<file path="config.mk">
export PLATFORM = sky130hd
export DESIGN_NAME = ppa_byte_div
export DESIGN_NICKNAME = d
export VERILOG_FILES = /design/src/hdl/ppa_pkg.sv /design/src/hdl/ppa_byte_div.sv
export SDC_FILE = /design/constraint.sdc
export NUM_CORES = 2
export LEC_CHECK = 0
export BUFFER_PORTS_ARGS = -buffer_cell sky130_fd_sc_hd__buf_2
export CAP_MARGIN = 20
export CORE_MARGIN = 3
export CORE_UTILIZATION = 29
export DETAILED_ROUTE_END_ITERATION = 6
export SETUP_SLACK_MARGIN = 0.15
export SLEW_MARGIN = 20
export SYNTH_ARGS = -nofsm -noshare
export SYNTH_HDL_FRONTEND = slang
export SYNTH_SLANG_ARGS = --single-unit
</file>
<file path="constraint.sdc">
create_clock -name clk -period 20.2 [get_ports clk]
set_input_delay 4.04 -clock clk [delete_from_list [all_inputs] [get_ports clk]]
set_output_delay 4.04 -clock clk [all_outputs]
set_load 0.03 [all_outputs]
</file>
<file path="src/hdl/ppa_pkg.sv">
// ============================================================================
// ppa_pkg : shared types and constants for the progressive pixel accumulator
// Item layouts on both channels, the divider hand-off item and field widths.
// ============================================================================
package ppa_pkg;

    localparam int INDEX_W  = 16;
    localparam int SAMPLE_W = 16;
    localparam int SUM_W    = 32;
    localparam int COUNT_W  = 16;
    localparam int BYTE_W   = 8;
    localparam int CHANNELS = 4;

    localparam int DEFAULT_PIXELS            = 65536;
    localparam int DEFAULT_CHANNEL_FRAC_BITS = 8;

    localparam logic [COUNT_W-1:0] COUNT_ONE = COUNT_W'(1);
    localparam logic [COUNT_W-1:0] COUNT_MAX = '1;
    localparam logic [SUM_W-1:0]   SUM_MAX   = '1;
    localparam logic [BYTE_W-1:0]  BYTE_MAX  = '1;

    // One rendered sample
    typedef struct packed {
        logic [INDEX_W-1:0]  pixel_index;
        logic [SAMPLE_W-1:0] sample_red;
        logic [SAMPLE_W-1:0] sample_green;
        logic [SAMPLE_W-1:0] sample_blue;
        logic [SAMPLE_W-1:0] sample_alpha;
        logic                frame_end;
    } sample_t;

    // One averaged pixel
    typedef struct packed {
        logic [INDEX_W-1:0]       out_index;
        logic [CHANNELS*BYTE_W-1:0] packed_rgba;
    } result_t;

    // Channel sums, red in slot 0 up to alpha in slot 3
    typedef logic [CHANNELS-1:0][SUM_W-1:0] sums_t;

    // Item handed from the store update to the divider
    typedef struct packed {
        logic [INDEX_W-1:0] index;
        logic [COUNT_W-1:0] frames;
        sums_t              sums;
    } div_item_t;

endpackage

</file>
<file path="src/hdl/ppa_byte_div.sv">
// ============================================================================
// ppa_byte_div : pipelined average-to-byte divider
// Turns four channel sums into bytes, floor(sum * 255 / (frames << frac)),
// clamped to 255. One quotient bit per stage, one item per cycle if unstalled.
// ============================================================================
module ppa_byte_div #(
    parameter int CHANNEL_FRAC_BITS = ppa_pkg::DEFAULT_CHANNEL_FRAC_BITS
) (
    input  logic                clk,
    input  logic                rst_n,
    input  ppa_pkg::div_item_t  div_item,
    input  logic                div_valid,
    output logic                div_ready,
    output ppa_pkg::result_t    result,
    output logic                result_valid,
    input  logic                result_ready
);
    import ppa_pkg::*;

    localparam int DIV_W  = COUNT_W + CHANNEL_FRAC_BITS;
    localparam int REM_W  = DIV_W + BYTE_W;
    localparam int STAGES = BYTE_W;

    logic [STAGES:0]     v_reg;
    logic [STAGES+1:0]   go;
    logic [INDEX_W-1:0]  idx_reg [STAGES+1];
    logic [DIV_W-1:0]    den_reg [STAGES+1];
    logic [CHANNELS-1:0] sat_reg [STAGES+1];
    logic [REM_W-1:0]    rem_reg [STAGES+1][CHANNELS];
    logic [BYTE_W-1:0]   quo_reg [STAGES+1][CHANNELS];

    logic [DIV_W-1:0]    den_next;
    logic [CHANNELS-1:0] sat_next;
    logic [REM_W-1:0]    rem_next [STAGES+1][CHANNELS];
    logic [BYTE_W-1:0]   quo_next [STAGES+1][CHANNELS];

    // Stage s may load when it is empty or its item moves on
    always_comb
    begin
        go[STAGES+1] = result_ready;
        for (int s = STAGES; s >= 0; s--)
        begin
            go[s] = !v_reg[s] || go[s+1];
        end
    end

    assign div_ready = go[0];

    // Entry stage: divisor, clamp test and numerator sum * 255;
    // then long-division steps, most significant quotient bit first
    always_comb
    begin
        logic [COUNT_W-1:0] frames_eff;
        logic [DIV_W-1:0]   sum_lo;
        logic [REM_W-1:0]   trial;
        frames_eff = (div_item.frames == '0) ? COUNT_ONE : div_item.frames;
        den_next   = DIV_W'(frames_eff) << CHANNEL_FRAC_BITS;
        for (int c = 0; c < CHANNELS; c++)
        begin
            sum_lo         = div_item.sums[c][DIV_W-1:0];
            sat_next[c]    = div_item.sums[c] >= SUM_W'(den_next);
            rem_next[0][c] = (REM_W'(sum_lo) << BYTE_W) - REM_W'(sum_lo);
            quo_next[0][c] = '0;
        end
        for (int s = 1; s <= STAGES; s++)
        begin
            for (int c = 0; c < CHANNELS; c++)
            begin
                trial          = REM_W'(den_reg[s-1]) << (STAGES - s);
                rem_next[s][c] = rem_reg[s-1][c];
                quo_next[s][c] = quo_reg[s-1][c];
                if (rem_reg[s-1][c] >= trial)
                begin
                    rem_next[s][c]              = rem_reg[s-1][c] - trial;
                    quo_next[s][c][STAGES - s]  = 1'b1;
                end
            end
        end
    end

    // Advance valid bits
    always_ff @(posedge clk or negedge rst_n)
    begin
        if (!rst_n)
        begin
            v_reg <= '0;
        end
        else
        begin
            if (go[0])
            begin
                v_reg[0] <= div_valid;
            end
            for (int s = 1; s <= STAGES; s++)
            begin
                if (go[s])
                begin
                    v_reg[s] <= v_reg[s-1];
                end
            end
        end
    end

    // Advance payload
    always_ff @(posedge clk)
    begin
        if (go[0])
        begin
            idx_reg[0] <= div_item.index;
            den_reg[0] <= den_next;
            sat_reg[0] <= sat_next;
            rem_reg[0] <= rem_next[0];
            quo_reg[0] <= quo_next[0];
        end
        for (int s = 1; s <= STAGES; s++)
        begin
            if (go[s])
            begin
                idx_reg[s] <= idx_reg[s-1];
                den_reg[s] <= den_reg[s-1];
                sat_reg[s] <= sat_reg[s-1];
                rem_reg[s] <= rem_next[s];
                quo_reg[s] <= quo_next[s];
            end
        end
    end

    // Pack bytes, alpha on top, red at the bottom
    always_comb
    begin
        result.out_index = idx_reg[STAGES];
        for (int c = 0; c < CHANNELS; c++)
        begin
            result.packed_rgba[c*BYTE_W +: BYTE_W] =
                sat_reg[STAGES][c] ? BYTE_MAX : quo_reg[STAGES][c];
        end
    end

    assign result_valid = v_reg[STAGES];

endmodule

</file>
# ---- After elaboration in Yosys (flattened, before gate mapping)
# Memory sizes are Yosys's and may differ from the RTL's.
# Cells that the tools add are included.
dict set report totals {
  elab_cells 192
  out_inout_bits 50
  ramBits 1836
  mem_count 5
  register_bits 9
}
# memory words word_bits read_ports rd_clocked_by_memory_dff write_ports line
set memory_table {}
lappend memory_table {rem_reg 9 128 8 0 9 ppa_byte_div.sv:29} ;# logic [REM_W-1:0] rem_reg [STAGES+1][CHANNELS];
lappend memory_table {quo_reg 9 32 9 0 9 ppa_byte_div.sv:30} ;# logic [BYTE_W-1:0] quo_reg [STAGES+1][CHANNELS];
lappend memory_table {den_reg 9 24 8 0 9 ppa_byte_div.sv:27} ;# logic [DIV_W-1:0] den_reg [STAGES+1];
lappend memory_table {idx_reg 9 16 9 0 9 ppa_byte_div.sv:26} ;# logic [INDEX_W-1:0] idx_reg [STAGES+1];
lappend memory_table {sat_reg 9 4 9 0 9 ppa_byte_div.sv:28} ;# logic [CHANNELS-1:0] sat_reg [STAGES+1];
dict set report op_classes {
  n_reduce_logical 19
  mux 87
  n_addsub 36
  order_cmp 36
}
# cell n
set op_table {}
lappend op_table {{$mux 32} 32}
lappend op_table {{$ge 32x24->1} 8}
lappend op_table {{$sub 32x24->32} 8}
lappend op_table {{$ge 32x25->1} 4}
lappend op_table {{$ge 32x26->1} 4}
lappend op_table {{$ge 32x27->1} 4}
lappend op_table {{$ge 32x28->1} 4}
lappend op_table {{$ge 32x29->1} 4}
lappend op_table {{$ge 32x30->1} 4}
lappend op_table {{$ge 32x31->1} 4}
lappend op_table {{$sub 32x25->32} 4}
lappend op_table {{$sub 32x26->32} 4}
lappend op_table {{$sub 32x27->32} 4}
lappend op_table {{$sub 32x28->32} 4}
lappend op_table {{$sub 32x29->32} 4}
lappend op_table {{$sub 32x30->32} 4}
lappend op_table {{$sub 32x31->32} 4}
lappend op_table {{$mux 1} 50}
lappend op_table {{$mux 8} 4}
lappend op_table {{$logic_not 16->1} 1}
lappend op_table {{$mux 16} 1}
lappend op_table {{$logic_not 1->1} 9}
lappend op_table {{$logic_or 1x1->1} 9}

# ---- Longest topological paths before layout
dict set report logic_depth {
  ltp_word 12
  ltp_mapped 13
}

# ---- Worst setup path before layout
# OpenSTA, ideal clock, no wires.
dict set report synth_path {
  path_kind {in2out}
  startpoint {input port result_ready}
  endpoint {output port div_ready}
  cell_stages 6
  required_ps 16160
  arrival_time_ps 13960
  path_buffers 0
  slack_ps 2200
  cell_sequence {nor2b_1 -> and2_1 -> and3_1 -> nand3_1 -> nor2_1 -> nand3_1}
}
dict set report synth_between {
  elab_chain_len 9
}
# item line
set synth_rtl {}
lappend synth_rtl {{start: declaration} ppa_byte_div.sv:16} ;# input logic result_ready
lappend synth_rtl {{$logic_or 1x1->1 (6 in a row)} ppa_byte_div.sv:43} ;# go[s] = !v_reg[s] || go[s+1];
lappend synth_rtl {{via go[3]} ppa_byte_div.sv:25} ;# logic [STAGES+1:0] go;
lappend synth_rtl {{$logic_or 1x1->1 (3 in a row)} ppa_byte_div.sv:43}
lappend synth_rtl {{end: declaration} ppa_byte_div.sv:13} ;# output logic div_ready,
# The timed path passes the listed nets, and every way through them passes these cells.

# ---- Worst setup path after layout
# Same ends and word-level chain as after synthesis.

==> run_results.csv <==
group,metric,value,unit
floorplanning,dieArea,291000,sq um
synthesis,async_flop_share,0.606,%
route,dr.pass1.iters,5,
grt,grt_first_pass_wirelength,335000,um
route,postRouteAntennaNets,0,
worst_hold_path,hold_class,"reg2reg",
timing,hold_viol_final,0,
cts,cts_buffers,158,
place,io_buffers,213,
route,route.detailed.drc,0,
cts,clkLatencyLatePin,0.81,ns
final_layout,nets,8206,
final_layout,largest_register_ff_count,1024,
timing,fin_setup_tns,0,ns
timing,rsz0062_at_grt,"no",
route,viasPerCell,4.93,
synthesis,synth-compound-area-share,14.1,%
synthesis,netlist_area,82500,sq um
final_layout,n_fill_cell,27900,
synthesis,synthFlopType,"edfxtp_1",
floorplanning,die_h,539,um
synthesis,synth_edf_count,1476,
setup_path,cpPeakStageDelay,0.72,ns
run,drv_cap,0,
synthesis,yosys.area_share.adder,10.4,%
place,gp_congestion,0.928,
place,place_inst,11000,
cts,h-tree-depth,4,
grt,track_usage,14.9,%
synthesis,ys_ff_latch,1485,
timing,max_freq,85.9,MHz
synthesis,syn_nets,7959,
final_layout,final_util,32.9,%
synthesis,muxShareOfSynthArea,1.31,%
power_and_ir_drop,total_power,15.6,mW
final_layout,syn2layout_area_growth,12.9,%
setup_path,required,16.16,ns
cts,clk_pin_slew,0.06,ns
setup_path,cpLargestDelayFamily,"simple AND/OR/NAND/NOR gates",
synthesis,synth_xor_area_share,6.01,%
synthesis,synthSimpleGateAreaFrac,11.4,%
cts,post-cts-setup-buffers,0,
setup_path,reg2reg_from,"v_reg[8]",
power_and_ir_drop,ir_worst_vdd,0.000101,V
worst_hold_path,worstHoldStart,"idx_reg[0][55]",
synthesis,ys_types,99,
route,routed_wl,222000,um
setup_path,path_max_fanout,49,
setup_path,critPathKind,"in2out",
final_layout,layout-drive-gt1-share,9.45,%
timing,period_minus_slack,11.64,ns
synthesis,ys_warn_count,0,
cts,cts_hold_buf,0,
setup_path,arrival,7.60,ns
cts,clockBufferDepth,3,
power_and_ir_drop,leakagePower,35.8,nW
timing,final-setup-viol-count,0,
status,status,"finished, final reports clean",
floorplanning,fp.coreArea,283000,sq um
cts,cts-resized-gates,0,
setup_path,timing.critical_path.cells,"buf_2 -> nor2b_1 -> and2_1 -> and3_1 -> nand3_4 -> nor2_1 -> nand3_4 -> buf_2",
floorplanning,io_pins,214,
power_and_ir_drop,powerDensity,167,nW/um^2
grt,antenna_found_initial,9,
grt,use_met1,18.8,%
setup_path,worst-path-buf-inv,2,
synthesis,seq_area_frac_synth,54.0,%
timing,tightest_slew,1.06,ns
floorplanning,initial_utilization,29.2,%
cts,cts_sinks,1485,
route,via_count,55400,
cts,cts_tree,"yes",
floorplanning,die_w,539,um
floorplanning,rows,195,
grt,use_met2,25.2,%
route,drt_iter0_drc,4518,
final_layout,final_cells,11200,
place,hpwlAfterDp,179000,um
synthesis,synth_top_family_by_area,"compound AO/OA/AOI/OAI gates",
timing,fin_skew,0.0239,ns
timing,slew_violations,0,
grt,grt_start_max_net_pins,90,
setup_path,critPathCaptureType,"output pin",
setup_path,startpoint_type,"input pin",
route,wl_per_cell,19.8,um
grt,met3_usage,1.77,%
setup_path,cp-startpoint,"result_ready",
grt,busiest_layer,"met2",
cts,cts-root-buf,"clkbuf_16",
timing,slew-limit-headroom,28.7,%
setup_path,cpMaxStageDelayCell,"nand3_4",
synthesis,synthCells,7123,
grt,grt-ovfl-total,0,
grt,grt_pass1_vias,54900,
timing,fin_crit_sh,57.6,%
timing,hold_slack,0.404,ns
synthesis,postSynthAreaPerCell,11.6,sq um
==> path summary, 6_finish.rpt <==
kind                                  endpoint  cells past startpoint  slack (ns)
worst min-delay path            idx_reg[0][71]                      0        0.40
worst max-delay path                 div_ready                      8        8.56
worst min register to register  idx_reg[0][71]                      0        0.40
worst max register to register   idx_reg[0][8]                      8       15.32
min in group asynchronous             v_reg[8]                      1        3.09
max in group asynchronous             v_reg[2]                      1       16.91
==> final cells by class <==
cell class                 instances  area [sq um]  area share, %
timing repair buffer             259          1410           1.52
inverter                         409          1550           1.67
tap                             3743          4680           5.03
clock inverter                   106          1090           1.17
antenna                            1          2.50        0.00269
multi-input combinational       5057         35800           38.5
sequential                      1485         44500           47.8
clock buffer                     179          4030           4.33
==> Yosys cell counts, types with 27 or more instances <==
master / n / share of area, %
xnor2_1: 333 / 3.5
mux2_2: 88 / 1.2
ha_1: 644 / 9.8
edfxtp_1: 1476 / 54
o21a_1: 87 / 0.79
a21o_1: 237 / 2.2
nor3_1: 162 / 0.98
or3_1: 42 / 0.32
nand3_1: 103 / 0.62
and3_1: 42 / 0.32
a211oi_1: 66 / 0.60
nor4b_1: 27 / 0.29
fa_1: 28 / 0.68
o31ai_1: 30 / 0.27
o21bai_1: 52 / 0.47
a31oi_1: 60 / 0.45
a21oi_1: 573 / 3.5
nand2_1: 458 / 2.1
nand4_1: 90 / 0.68
or2_2: 50 / 0.38
xor2_1: 233 / 2.5
nand2b_1: 88 / 0.67
clkbuf_1: 130 / 0.59
nor4_1: 98 / 0.74
nor2_1: 497 / 2.3
nor2b_1: 115 / 0.87
inv_1: 409 / 1.9
o21ai_0: 433 / 2.6
==> cells in the final DEF, fill, tap and decap left out, types with 19 or more instances in the layout <==
| master | n |
|---|---|
| xor2_1 | 233 |
| nand3_1 | 101 |
| ha_1 | 644 |
| a2111oi_0 | 19 |
| or3_1 | 42 |
| and3_1 | 41 |
| buf_4 | 46 |
| a211oi_1 | 66 |
| fa_1 | 28 |
| nor4b_1 | 27 |
| nor2b_1 | 114 |
| clkbuf_1 | 21 |
| a21boi_0 | 26 |
| a21o_1 | 237 |
| inv_1 | 405 |
| nor4_1 | 98 |
| o21bai_1 | 52 |
| clkinv_1 | 34 |
| mux2_2 | 88 |
| a211o_1 | 20 |
| o211ai_1 | 25 |
| buf_2 | 213 |
| a31oi_1 | 57 |
| edfxtp_1 | 1476 |
| nand4_1 | 90 |
| or2_2 | 50 |
| nand2b_1 | 88 |
| a21oi_1 | 572 |
| nand2_1 | 455 |
| xnor2_1 | 333 |
| clkbuf_16 | 158 |
| o31ai_1 | 30 |
| o31a_1 | 23 |
| o21a_1 | 87 |
| nor2_1 | 496 |
| clkinv_2 | 24 |
| nor3_1 | 162 |
| o21ai_0 | 433 |
==> logic make-up (layout without fill, tap and decap cells) <==
logic type,Yosys count,after routing
buf+inv,581,953
compound gates,1832,1832
xor+xnor,566,566
simple gates,1890,1890
fa+ha+maj,672,672
flops,1485,1485
other cells,0,1
mux,97,97
==> through the flow <==
| step | setup WS, ns | instance area, sq um |
|---|---|---|
| 2_1_floorplan | 2.20 | 82500 |
| 5_1_grt | 8.24 | 93100 |
| 3_5_place_dp | 8.41 | 88000 |
| 3_3_place_gp | 8.46 | 88000 |
| 6_report | 8.56 | 93100 |
| 4_1_cts | 8.40 | 93100 |
==> layer usage <==
layer  vias up  share of wire [%]
li1      27200                  -
met1     26300                 44
met2      1411                 48
met3       428                3.4
met4         0                5.2
met5         -                  0
==> power by group <==
group | internal (mW) | switching (mW)
clock | 1.62 | 1.21
combinational | 2.88 | 4.05
sequential | 5.08 | 0.757
No activity file was read; power rests on OpenSTA's default activity.
